## src/wmf_pkg.sv

```systemverilog
`timescale 1ns / 1ps
// ----------------------------------------------------------------------------
// Windowed mean filter package
// Shared field widths, payload types and the control and status bundles
// that pass between the filter and its serial divider.
// ----------------------------------------------------------------------------
package wmf_pkg;

  localparam int unsigned SAMPLE_W = 16;
  localparam int unsigned HELD_W   = 5;

  typedef logic signed [SAMPLE_W-1:0] sample_t;
  typedef logic        [HELD_W-1:0]   held_t;

  typedef struct packed {
    logic start;
    logic ack;
  } div_ctl_t;

  typedef struct packed {
    logic busy;
    logic done;
  } div_stat_t;

endpackage

```

## src/wmf_sample_if.sv

```systemverilog
`timescale 1ns / 1ps
// ----------------------------------------------------------------------------
// Sample channel
// Valid/ready channel that carries one signed sample per word.
// ----------------------------------------------------------------------------
interface wmf_sample_if
  import wmf_pkg::*;
();

  logic    valid;
  logic    ready;
  sample_t sample_value;

  modport source (output valid, output sample_value, input ready);
  modport sink   (input valid, input sample_value, output ready);

endinterface

```

## src/wmf_result_if.sv

```systemverilog
`timescale 1ns / 1ps
// ----------------------------------------------------------------------------
// Result channel
// Valid/ready channel that carries the window mean and the sample count.
// ----------------------------------------------------------------------------
interface wmf_result_if
  import wmf_pkg::*;
();

  logic    valid;
  logic    ready;
  sample_t window_mean;
  held_t   samples_held;

  modport source (output valid, output window_mean, output samples_held, input ready);
  modport sink   (input valid, input window_mean, input samples_held, output ready);

endinterface

```

## src/wmf_ram.sv

```systemverilog
`timescale 1ns / 1ps
// ----------------------------------------------------------------------------
// Generic RAM
// One write port and one read port with registered read data.
// ----------------------------------------------------------------------------
module wmf_ram #(
  parameter int unsigned WIDTH = 16,
  parameter int unsigned DEPTH = 16
) (
  input  logic                                     clk_i,
  input  logic                                     we_i,
  input  logic [((DEPTH > 1) ? $clog2(DEPTH) : 1)-1:0] waddr_i,
  input  logic [WIDTH-1:0]                         wdata_i,
  input  logic                                     re_i,
  input  logic [((DEPTH > 1) ? $clog2(DEPTH) : 1)-1:0] raddr_i,
  output logic [WIDTH-1:0]                         rdata_o
);

  logic [WIDTH-1:0] mem_q [DEPTH];
  logic [WIDTH-1:0] rdata_q;

  always_ff @(posedge clk_i) begin
    if (we_i) begin
      mem_q[waddr_i] <= wdata_i;
    end
    if (re_i) begin
      rdata_q <= mem_q[raddr_i];
    end
  end

  assign rdata_o = rdata_q;

endmodule

```

## src/wmf_div.sv

```systemverilog
`timescale 1ns / 1ps
// ----------------------------------------------------------------------------
// Serial signed divider
// Restoring division that retires one quotient bit per cycle. The quotient
// is truncated toward zero and held until the consumer acknowledges it.
// ----------------------------------------------------------------------------
module wmf_div
  import wmf_pkg::*;
#(
  parameter int unsigned TOTAL_W = 21,
  parameter int unsigned COUNT_W = 5
) (
  input  logic                      clk_i,
  input  logic                      rst_ni,
  input  div_ctl_t                  ctl_i,
  input  logic signed [TOTAL_W-1:0] dividend_i,
  input  logic [COUNT_W-1:0]        divisor_i,
  output div_stat_t                 stat_o,
  output sample_t                   quotient_o
);

  localparam int unsigned STEP_W = $clog2(TOTAL_W + 1);

  localparam logic [1:0] ST_IDLE = 2'd0;
  localparam logic [1:0] ST_RUN  = 2'd1;
  localparam logic [1:0] ST_DONE = 2'd2;

  logic [1:0]         state_q, state_d;
  logic [STEP_W-1:0]  step_q, step_d;
  logic [TOTAL_W-1:0] quo_q, quo_d;
  logic [COUNT_W-1:0] rem_q, rem_d;
  logic [COUNT_W-1:0] divisor_q, divisor_d;
  logic               neg_q, neg_d;

  logic [COUNT_W:0]   trial;
  logic [COUNT_W:0]   trial_diff;
  logic               trial_ge;
  logic [TOTAL_W-1:0] magnitude;
  logic [TOTAL_W-1:0] quo_signed;

  // The dividend enters the quotient register and leaves it from the top,
  // one bit per cycle, while quotient bits shift in at the bottom.
  assign trial      = {rem_q, quo_q[TOTAL_W-1]};
  assign trial_ge   = (trial >= {1'b0, divisor_q});
  assign trial_diff = trial - {1'b0, divisor_q};
  assign magnitude  = dividend_i[TOTAL_W-1] ? (~dividend_i + TOTAL_W'(1)) : dividend_i;
  assign quo_signed = neg_q ? (~quo_q + TOTAL_W'(1)) : quo_q;

  always_comb begin
    state_d   = state_q;
    step_d    = step_q;
    quo_d     = quo_q;
    rem_d     = rem_q;
    divisor_d = divisor_q;
    neg_d     = neg_q;
    case (state_q)
      ST_IDLE: begin
        if (ctl_i.start) begin
          quo_d     = magnitude;
          rem_d     = '0;
          divisor_d = divisor_i;
          neg_d     = dividend_i[TOTAL_W-1];
          step_d    = STEP_W'(TOTAL_W);
          state_d   = ST_RUN;
        end
      end
      ST_RUN: begin
        rem_d  = trial_ge ? trial_diff[COUNT_W-1:0] : trial[COUNT_W-1:0];
        quo_d  = {quo_q[TOTAL_W-2:0], trial_ge};
        step_d = step_q - STEP_W'(1);
        if (step_q == STEP_W'(1)) begin
          state_d = ST_DONE;
        end
      end
      ST_DONE: begin
        if (ctl_i.ack) begin
          state_d = ST_IDLE;
        end
      end
      default: begin
        state_d = ST_IDLE;
      end
    endcase
  end

  always_ff @(posedge clk_i or negedge rst_ni) begin
    if (!rst_ni) begin
      state_q <= ST_IDLE;
      step_q  <= '0;
    end else begin
      state_q <= state_d;
      step_q  <= step_d;
    end
  end

  always_ff @(posedge clk_i) begin
    quo_q     <= quo_d;
    rem_q     <= rem_d;
    divisor_q <= divisor_d;
    neg_q     <= neg_d;
  end

  assign stat_o.busy = (state_q != ST_IDLE);
  assign stat_o.done = (state_q == ST_DONE);
  assign quotient_o  = $signed(quo_signed[SAMPLE_W-1:0]);

`ifndef SYNTHESIS
  a_step_range: assert property (@(posedge clk_i) disable iff (!rst_ni)
    (state_q == ST_RUN) |-> (step_q != '0 && step_q <= STEP_W'(TOTAL_W)))
    else $error("divider step count out of range");

  a_run_to_done: assert property (@(posedge clk_i) disable iff (!rst_ni)
    (state_q == ST_RUN && step_q == STEP_W'(1)) |=> (state_q == ST_DONE))
    else $error("divider did not finish after its last step");
`endif

endmodule

```

## src/windowed_mean_filter.sv

```systemverilog
`timescale 1ns / 1ps
// ----------------------------------------------------------------------------
// Windowed mean filter
// Moving average over the most recent WINDOW_DEPTH signed samples.
// ----------------------------------------------------------------------------
// Each sample word yields one result word: the mean of the samples held, the
// new one included, truncated toward zero, together with the number of
// samples averaged (saturating at WINDOW_DEPTH, reported in 5 bits). Until the
// window has filled, the mean covers only the samples received since reset.
// After a word is accepted, no further word is accepted until its result
// has moved to the output register. The window is read, the running total
// is updated and the divider is loaded; the bit-serial divider then works
// through TOTAL_W = 17 + clog2(WINDOW_DEPTH) bits, one quotient bit per
// cycle, and the quotient is handed to the output register once that
// register is free. A finished result waits in the output register while the
// next sample is accepted.
module windowed_mean_filter
  import wmf_pkg::*;
#(
  parameter int unsigned WINDOW_DEPTH = 16
) (
  input  logic  clk_i,
  input  logic  rst_ni,
  wmf_sample_if.sink   sample_i,
  wmf_result_if.source result_o
);

  localparam int unsigned COUNT_W = $clog2(WINDOW_DEPTH + 1);
  localparam int unsigned TOTAL_W = SAMPLE_W + 1 + $clog2(WINDOW_DEPTH);
  localparam int unsigned ADDR_W  = (WINDOW_DEPTH > 1) ? $clog2(WINDOW_DEPTH) : 1;
  localparam logic [COUNT_W-1:0] DEPTH_COUNT = COUNT_W'(WINDOW_DEPTH);
  localparam logic [ADDR_W-1:0]  LAST_ADDR   = ADDR_W'(WINDOW_DEPTH - 1);

  localparam logic [1:0] ST_IDLE   = 2'd0;
  localparam logic [1:0] ST_UPDATE = 2'd1;
  localparam logic [1:0] ST_START  = 2'd2;
  localparam logic [1:0] ST_WAIT   = 2'd3;

  logic [1:0]                state_q, state_d;
  logic [COUNT_W-1:0]        count_q, count_d;
  logic signed [TOTAL_W-1:0] total_q, total_d;
  logic [ADDR_W-1:0]         wptr_q, wptr_d;
  logic                      was_full_q, was_full_d;
  sample_t                   sample_q, sample_d;
  logic                      out_valid_q, out_valid_d;
  sample_t                   out_mean_q, out_mean_d;
  held_t                     out_held_q, out_held_d;

  logic                      in_accept;
  logic                      out_free;
  logic                      ram_we;
  logic                      ram_re;
  logic [SAMPLE_W-1:0]       ram_rdata;
  logic signed [TOTAL_W-1:0] add_term;
  logic signed [TOTAL_W-1:0] sub_term;
  logic [HELD_W+COUNT_W-1:0] held_wide;
  div_ctl_t                  div_ctl;
  div_stat_t                 div_stat;
  sample_t                   div_quotient;

  assign sample_i.ready = (state_q == ST_IDLE);
  assign in_accept      = sample_i.valid && sample_i.ready;
  assign out_free       = !out_valid_q || result_o.ready;

  // The oldest sample sits at the write pointer once the window is full, so
  // it is read there first and overwritten by the new sample in the following cycle.
  assign ram_re = in_accept;
  assign ram_we = (state_q == ST_UPDATE);

  assign add_term  = {{(TOTAL_W-SAMPLE_W){sample_q[SAMPLE_W-1]}}, sample_q};
  assign sub_term  = was_full_q ? {{(TOTAL_W-SAMPLE_W){ram_rdata[SAMPLE_W-1]}}, ram_rdata}
                                : '0;
  assign held_wide = {{HELD_W{1'b0}}, count_q};

  assign div_ctl.start = (state_q == ST_START);
  assign div_ctl.ack   = (state_q == ST_WAIT) && div_stat.done && out_free;

  always_comb begin
    state_d     = state_q;
    count_d     = count_q;
    total_d     = total_q;
    wptr_d      = wptr_q;
    was_full_d  = was_full_q;
    sample_d    = sample_q;
    out_valid_d = out_valid_q;
    out_mean_d  = out_mean_q;
    out_held_d  = out_held_q;

    if (out_valid_q && result_o.ready) begin
      out_valid_d = 1'b0;
    end

    case (state_q)
      ST_IDLE: begin
        if (in_accept) begin
          sample_d   = sample_i.sample_value;
          was_full_d = (count_q == DEPTH_COUNT);
          if (count_q != DEPTH_COUNT) begin
            count_d = count_q + COUNT_W'(1);
          end
          state_d = ST_UPDATE;
        end
      end
      ST_UPDATE: begin
        total_d = total_q + add_term - sub_term;
        wptr_d  = (wptr_q == LAST_ADDR) ? '0 : wptr_q + ADDR_W'(1);
        state_d = ST_START;
      end
      ST_START: begin
        state_d = ST_WAIT;
      end
      ST_WAIT: begin
        if (div_ctl.ack) begin
          out_valid_d = 1'b1;
          out_mean_d  = div_quotient;
          out_held_d  = held_wide[HELD_W-1:0];
          state_d     = ST_IDLE;
        end
      end
      default: begin
        state_d = ST_IDLE;
      end
    endcase
  end

  always_ff @(posedge clk_i or negedge rst_ni) begin
    if (!rst_ni) begin
      state_q     <= ST_IDLE;
      count_q     <= '0;
      total_q     <= '0;
      wptr_q      <= '0;
      out_valid_q <= 1'b0;
    end else begin
      state_q     <= state_d;
      count_q     <= count_d;
      total_q     <= total_d;
      wptr_q      <= wptr_d;
      out_valid_q <= out_valid_d;
    end
  end

  always_ff @(posedge clk_i) begin
    was_full_q <= was_full_d;
    sample_q   <= sample_d;
    out_mean_q <= out_mean_d;
    out_held_q <= out_held_d;
  end

  wmf_ram #(
    .WIDTH (SAMPLE_W),
    .DEPTH (WINDOW_DEPTH)
  ) u_window (
    .clk_i   (clk_i),
    .we_i    (ram_we),
    .waddr_i (wptr_q),
    .wdata_i (sample_q),
    .re_i    (ram_re),
    .raddr_i (wptr_q),
    .rdata_o (ram_rdata)
  );

  wmf_div #(
    .TOTAL_W (TOTAL_W),
    .COUNT_W (COUNT_W)
  ) u_div (
    .clk_i      (clk_i),
    .rst_ni     (rst_ni),
    .ctl_i      (div_ctl),
    .dividend_i (total_q),
    .divisor_i  (count_q),
    .stat_o     (div_stat),
    .quotient_o (div_quotient)
  );

  assign result_o.valid        = out_valid_q;
  assign result_o.window_mean  = out_mean_q;
  assign result_o.samples_held = out_held_q;

`ifndef SYNTHESIS
  a_count_bound: assert property (@(posedge clk_i) disable iff (!rst_ni)
    count_q <= DEPTH_COUNT)
    else $error("fill count exceeds window depth");

  a_accept_update: assert property (@(posedge clk_i) disable iff (!rst_ni)
    in_accept |=> (state_q == ST_UPDATE && count_q != '0))
    else $error("accepted word did not move to the total update");

  a_busy_no_accept: assert property (@(posedge clk_i) disable iff (!rst_ni)
    div_stat.busy |-> !sample_i.ready)
    else $error("sample accepted while the divider is busy");

  a_handoff: assert property (@(posedge clk_i) disable iff (!rst_ni)
    div_ctl.ack |=> (result_o.valid && state_q == ST_IDLE && !div_stat.busy))
    else $error("divider result was not handed to the output register");
`endif

endmodule

```

## src/flat_wrapper.sv

```systemverilog
// flat-port wrapper written by rule: the top's interface ports become plain ports
module windowed_mean_filter_flat import wmf_pkg::*;
#(
  parameter int unsigned WINDOW_DEPTH = 16
)
  (clk_i, rst_ni, sample_i_valid, sample_i_sample_value, sample_i_ready, result_o_valid, result_o_window_mean, result_o_samples_held, result_o_ready);
  wmf_sample_if sample_i_i ();
  wmf_result_if result_o_i ();
  input  logic clk_i;
  input  logic rst_ni;
  input wire logic [$bits(sample_i_i.valid)-1:0] sample_i_valid;
  input wire logic [$bits(sample_i_i.sample_value)-1:0] sample_i_sample_value;
  output wire logic [$bits(sample_i_i.ready)-1:0] sample_i_ready;
  output wire logic [$bits(result_o_i.valid)-1:0] result_o_valid;
  output wire logic [$bits(result_o_i.window_mean)-1:0] result_o_window_mean;
  output wire logic [$bits(result_o_i.samples_held)-1:0] result_o_samples_held;
  input wire logic [$bits(result_o_i.ready)-1:0] result_o_ready;
  assign sample_i_i.valid = sample_i_valid;
  assign sample_i_i.sample_value = sample_i_sample_value;
  assign sample_i_ready = sample_i_i.ready;
  assign result_o_valid = result_o_i.valid;
  assign result_o_window_mean = result_o_i.window_mean;
  assign result_o_samples_held = result_o_i.samples_held;
  assign result_o_i.ready = result_o_ready;
  windowed_mean_filter #(.WINDOW_DEPTH(WINDOW_DEPTH)) u_core (.clk_i(clk_i), .rst_ni(rst_ni), .sample_i(sample_i_i), .result_o(result_o_i));
endmodule
```

## config.mk

```make
export PLATFORM = sky130hd
export DESIGN_NAME = windowed_mean_filter_flat
export DESIGN_NICKNAME = d
export VERILOG_FILES = /design/src/wmf_pkg.sv /design/src/wmf_sample_if.sv /design/src/wmf_result_if.sv /design/src/wmf_ram.sv /design/src/wmf_div.sv /design/src/windowed_mean_filter.sv /design/src/flat_wrapper.sv
export SDC_FILE = /design/constraint.sdc
export NUM_CORES = 1
export LEC_CHECK = 0
export ABC_AREA = 1
export BUFFER_PORTS_ARGS = -buffer_cell sky130_fd_sc_hd__buf_2
export CORE_AREA = 4 4 184 186
export DETAILED_ROUTE_END_ITERATION = 8
export DIE_AREA = 0 0 188 190
export HOLD_SLACK_MARGIN = 0.03
export PLACE_DENSITY = 0.87
export REMOVE_ABC_BUFFERS = 1
export SYNTH_ARGS = -nofsm -noshare
export SYNTH_HDL_FRONTEND = slang
export SYNTH_HIERARCHICAL = 1
export SYNTH_SLANG_ARGS = --single-unit
export TNS_END_PERCENT = 100
```

## constraint.sdc

```tcl
create_clock -name clk_i -period 6.1 [get_ports clk_i]
set_input_delay 0 -clock clk_i [delete_from_list [all_inputs] [get_ports clk_i]]
set_output_delay 0 -clock clk_i [all_outputs]
set_load 0.01 [all_outputs]
```

==> reports/qor.yml, run 1 <==
outcome: "finished clean"
dpl-instance-area_um2: 19700
grt_pass1_wl_um: 70100
maxCapViolCount: 0
worstPathMaxFanout: 18
drcViolationCount: 0
die_area_um2: 35700
num_vias: 13900
final_area_um2: 21100
p_per_area_nw_per_um2: 529
grt_pass1_vias: 13900
slew_violations: 0
ctsRootBufferMaster: "clkbuf_16"
worst_ep_arrival_time_ns: 3.45
core_um2: 32300
antenna_found_initial: 0
die_h_um: 190
finalSetupViolations: 0
startpoint: "u_core/sample_q[15]"
skew_ns: 0.0219
hp-start: "sample_i_sample_value[10]"
vias_per_cell: 5.48
cts.sinks: 382
routed_wl_um: 43400
antenna_left: 0
max_freq_ghz: 0.330
dr.first_iter.drc_count: 1481
fin_nets: 2151
p_leak_nw: 9.58
clockBufferDepth: 3
cp-end-kind: "flip-flop"
regArea_um2: 11300
place.gp.congestion: 0.930
fin_crit_sh_pct: 49.6
slew_headroom_pct: 9.81
worstSetupStartpointType: "flip-flop"
tritoncts: "yes"
dpl.hpwl_um: 26400
drt-wirelength-per-cell_um: 17.0
worstReg2RegStart: "u_core/sample_q[15]"
dr.pass1.iters: 7
multi_input_area_um2: 5900
clk_pin_slew_ns: 0.06
synthesis.instances: 2004
clk_latency_ns: 0.54
peakVddDrop_mv: 0.315
die_w_um: 188
io_pins: 43
grt-ovfl-total: 0
area_growth_pct: 10.8
worst-setup-path-type: "reg -> reg"
rows: 66
worst_slew_pin_slew_ns: 1.35
syn_area_um2: 19100
start_util_pct: 59.0
syn_avg_cell_area_um2: 9.51
io_buffers: 42
cts_buffers: 40
setup_tns_ns: 0
p_total_w: 0.0112
rsz0062_at_grt: "no"
grt_max_degree: 72
min_period_ns: 3.03
diodes: 0
final-hold-violation-count: 0
ys_warn_count: 6
fillers: 2336
hold_path_class: "in -> reg"
cts_setup_buffers: 0
grtUsageTotal_pct: 24.2
htreeDepth: 2
final_layout_size_suffix_gt1_share_pct: 9.56
crit_required_ns: 6.53
-- registers in the layout, indices dropped and copies added, names as in the netlist --
signal and flops:
u_core/result_o.samples_held 5, u_core/sample_q 16, u_core/u_div/quo_q 21, u_core/result_o.window_mean 16, u_core/total_q 21, u_core/state_q 2, u_core/u_window/rdata_o 16, u_core/u_div/neg_q 1
u_core/u_window/mem_q 256, u_core/u_div/state_q 2, u_core/wptr_q 4, u_core/u_div/divisor_q 5, u_core/u_div/step_q 5, u_core/count_q 5, u_core/result_o.valid 1, u_core/was_full_q 1
u_core/u_div/rem_q 5
-- area by class of cell --
class | count | share of cell area, %
inverters | 400 | 7.11
flip-flops and latches | 382 | 53.4
multi-input cells | 1157 | 27.9
repair buffers | 92 | 3.00
well taps | 442 | 2.62
clock buffers | 55 | 5.10
clock inverters | 17 | 0.853
-- what timing repair did --
item,4_1_cts,5_1_grt
hold buffers,19,0
resized for setup,0,0
setup endpoints to repair,0,0
hold endpoints to repair,61,0
-- final timing paths --
path	end	slack, ns	depth (start not counted)
min in group asynchronous	u_core/result_o.valid	0.19	2
worst min-delay path	u_core/sample_q[10]	0.17	2
worst min register to register	u_core/result_o.window_mean[0]	0.46	0
worst max register to register	u_core/total_q[20]	3.07	13
max in group asynchronous	u_core/wptr_q[0]	5.18	2
worst max-delay path	u_core/total_q[20]	3.07	13
-- power by group --
group	switching, W	leakage, nW	internal [W]	total (W)
combinational	0.00325	5.38	0.00161	0.00486
sequential	0.000478	3.59	0.00350	0.00398
clock	0.00101	0.612	0.00134	0.00235
-- stage by stage --
stage	setup WS, ns	hold WS, ns	std cells	utilization (%)
floorplan	1.53	-0.296	1939	-
global placement	3.30	0.177	2454	60.9
detailed placement	3.12	0.178	2454	60.9
CTS	3.10	0.149	2545	65.4
global route	2.86	0.188	2545	65.4
finish	3.07	0.169	2545	65.4
-- critical path, cell delays in order (launching register included) --
cell      delay, ns
edfxtp_1       0.76
inv_1          0.33
fa_1           0.59
inv_1          0.06
ha_1           0.39
nand2_1        0.13
inv_2          0.07
nand2_1        0.09
nor2_2         0.14
nand3_1        0.09
nand3_1        0.09
nand2_1        0.05
nand3_1        0.06
nand2_1        0.06
-- cell usage in the layout, fill, tap and decap left out, drive strengths merged --
master,instances
nand2,604
inv,401
edfxtp,342
nand3,263
nor2,89
buf,73
clkbuf,55
o21ai,46
dfrtp,40
ha,37
a21oi,25
fa,21
dlygate4sd3,19
xor2,17
xnor2,15
clkinv,14
nand3b,9
nor3,8
o22ai,5
nand4,5
o211ai,4
o21bai,3
o31ai,3
bufinv,2
and2,1
o21a,1
a31oi,1
-- layer usage --
| layer | global-route usage (%) | up-vias | share of wire, % |
|---|---|---|---|
| met5 | 0 | - | 0 |
| met4 | 7.31 | 0 | 2.8 |
| met3 | 3.63 | 129 | 8.3 |
| met2 | 43.9 | 729 | 51 |
| met1 | 30.3 | 6558 | 38 |
| li1 | - | 6523 | - |
Power figures use the tool's default switching activity.
==> run 2: changes to the inputs <==
CORE_AREA = 4 4 188 190   (was 4 4 184 186)
DIE_AREA = 0 0 192 194   (was 0 0 188 190)
clock period = 2.75 ns   (was 6.1 ns; I/O delays follow)
==> reports/qor.yml, run 2 (same netlist as run 1, synthesis figures left out) <==
outcome: "finished clean"
dr.first_iter.drc_count: 1388
largest_reg_flops: 256
vias_per_cell: 5.45
final_area_um2: 21500
cp-end-kind: "flip-flop"
routed_wl_um: 44900
die_w_um: 192
crit_chain: "buf_12, nand2_1, inv_1, fa_1, inv_1, ha_2, nand3_1, nand3_2, nand2_1, nand2_1, nand3_1, nand2_1, nand2_1, nand3_1, nand2_1"
tritoncts: "yes"
setup_tns_ns: 0
io_buffers: 42
die_h_um: 194
largest_register: "u_core/u_window/mem_q"
fillers: 2411
area_growth_pct: 12.8
rrSetupSlack_ns: 0.14
final_layout_size_suffix_gt1_share_pct: 11.7
worstSetupStartpointType: "flip-flop"
crit_required_ns: 3.19
peakVddDrop_mv: 0.812
cts_buffers: 40
worst_slew_pin_slew_ns: 0.874
cpPeakStageDelay_ns: 0.48
worst_ep_arrival_time_ns: 3.05
final_common_cell: "nand2_1"
timing.rr.end: "u_core/total_q[13]"
worstPathMaxFanout: 15
clk_latency_ns: 0.56
grt-ovfl-total: 0
worst-setup-path-type: "reg -> reg"
dpl.hpwl_um: 28300
worstReg2RegStart: "u_core/was_full_q"
rsz0062_at_grt: "no"
num_vias: 14100
maxCapViolCount: 0
clockBufferDepth: 3
slew_headroom_pct: 41.8
fin_nets: 2190
die_area_um2: 37200
min_period_ns: 2.61
core_um2: 33400
cp_common_cell: "nand2_1"
grtUsageTotal_pct: 23.9
antenna_found_initial: 0
skew_ns: 0.0270
reg_top3: "u_core/u_window/mem_q (256), u_core/total_q (21), u_core/u_div/quo_q (21)"
cts.sinks: 382
clk_pin_slew_ns: 0.06
antenna_left: 0
hold_path_class: "in -> async"
diodes: 0
dpl-instance-area_um2: 20000
grt_pass1_vias: 14200
slowest_stage: "fa_1"
finalSetupViolations: 0
place.gp.congestion: 0.937
dr.pass1.iters: 7
p_leak_nw: 9.76
io_pins: 43
drcViolationCount: 0
htreeDepth: 2
rows: 67
grt_max_degree: 64
fin_crit_sh_pct: 94.9
drt-wirelength-per-cell_um: 17.3
max_freq_ghz: 0.383
reg2reg_depth: 15
mostFrequentLayoutCells: "nand2_1, inv_1, edfxtp_1"
start_util_pct: 57.0
grt_pass1_wl_um: 71000
final-hold-violation-count: 0
p_per_area_nw_per_um2: 1180
slew_violations: 0
ctsRootBufferMaster: "clkbuf_16"
-- run 2: power by group --
group | switching (W) | internal (W)
Sequential | 0.000857 | 0.00776
Clock | 0.00227 | 0.00299
Combinational | 0.00754 | 0.00387
Total | 0.0107 | 0.0146
-- run 2: layout make-up --
type                            count  area [um2]  share of cell area (%)
Timing Repair Buffer              131         963                    4.48
Clock buffer                       50        1040                    4.83
Sequential cell                   382       11300                    52.5
Clock inverter                     21         220                    1.02
Inverter                          400        1500                    6.99
Multi-Input combinational cell   1157        5930                    27.6
Tap cell                          448         561                    2.61
-- run 2: critical path, delay by kind of cell (launching register included) --
kind,cells,cell delay [ns]
and+or+nand+nor,10,0.95
adders and majority gates,2,0.85
DFF,1,0.42
buffers and inverters,3,0.28
-- run 2: what timing repair did --
item / CTS / global route
endpoints found under the hold margin: 55 / 0
gates resized for setup: 0 / 11
buffers inserted: 0 / 5
endpoints found under the setup margin: 0 / 9
hold buffers: 19 / 0
-- run 2: per-layer routing --
metal	part of all wire (%)	vias up	wire (um)	global-route usage, %
met5	0	-	0	0
met4	3.3	0	1480	9.17
met3	9.1	140	4070	4.09
met2	50	737	22500	41.5
met1	37	6633	16800	29.9
li1	-	6602	-	-
-- run 2: stage by stage --
stage / setup slack [ns] / utilization [%] / total power [W] / instances / hold WS, ns
3_5_place_dp: 0.101 / 59.7 / 0.0196 / 2494 / 0.155
4_1_cts: 0.0887 / 64.1 / 0.0251 / 2584 / 0.120
6_report: 0.141 / 64.2 / 0.0253 / 2589 / 0.102
5_1_grt: 0.00944 / 64.2 / 0.0270 / 2589 / 0.154
2_1_floorplan: -1.82 / - / 0.0165 / 1939 / -0.296
3_3_place_gp: 0.150 / 59.7 / 0.0192 / 2494 / 0.149
-- run 2: worst max path at each step --
stage                                       end  slack (ns)  cells past startpoint              start
finish                       u_core/total_q[13]        0.14                     15  u_core/was_full_q
floorplan           u_core/u_window/rdata_o[10]       -1.82                      7   u_core/wptr_q[0]
global route                 u_core/total_q[12]       0.009                     18  u_core/was_full_q
detailed placement           u_core/total_q[19]        0.10                     14  u_core/was_full_q
global placement             u_core/total_q[19]        0.15                     14  u_core/was_full_q
CTS                          u_core/total_q[19]        0.09                     14  u_core/was_full_q
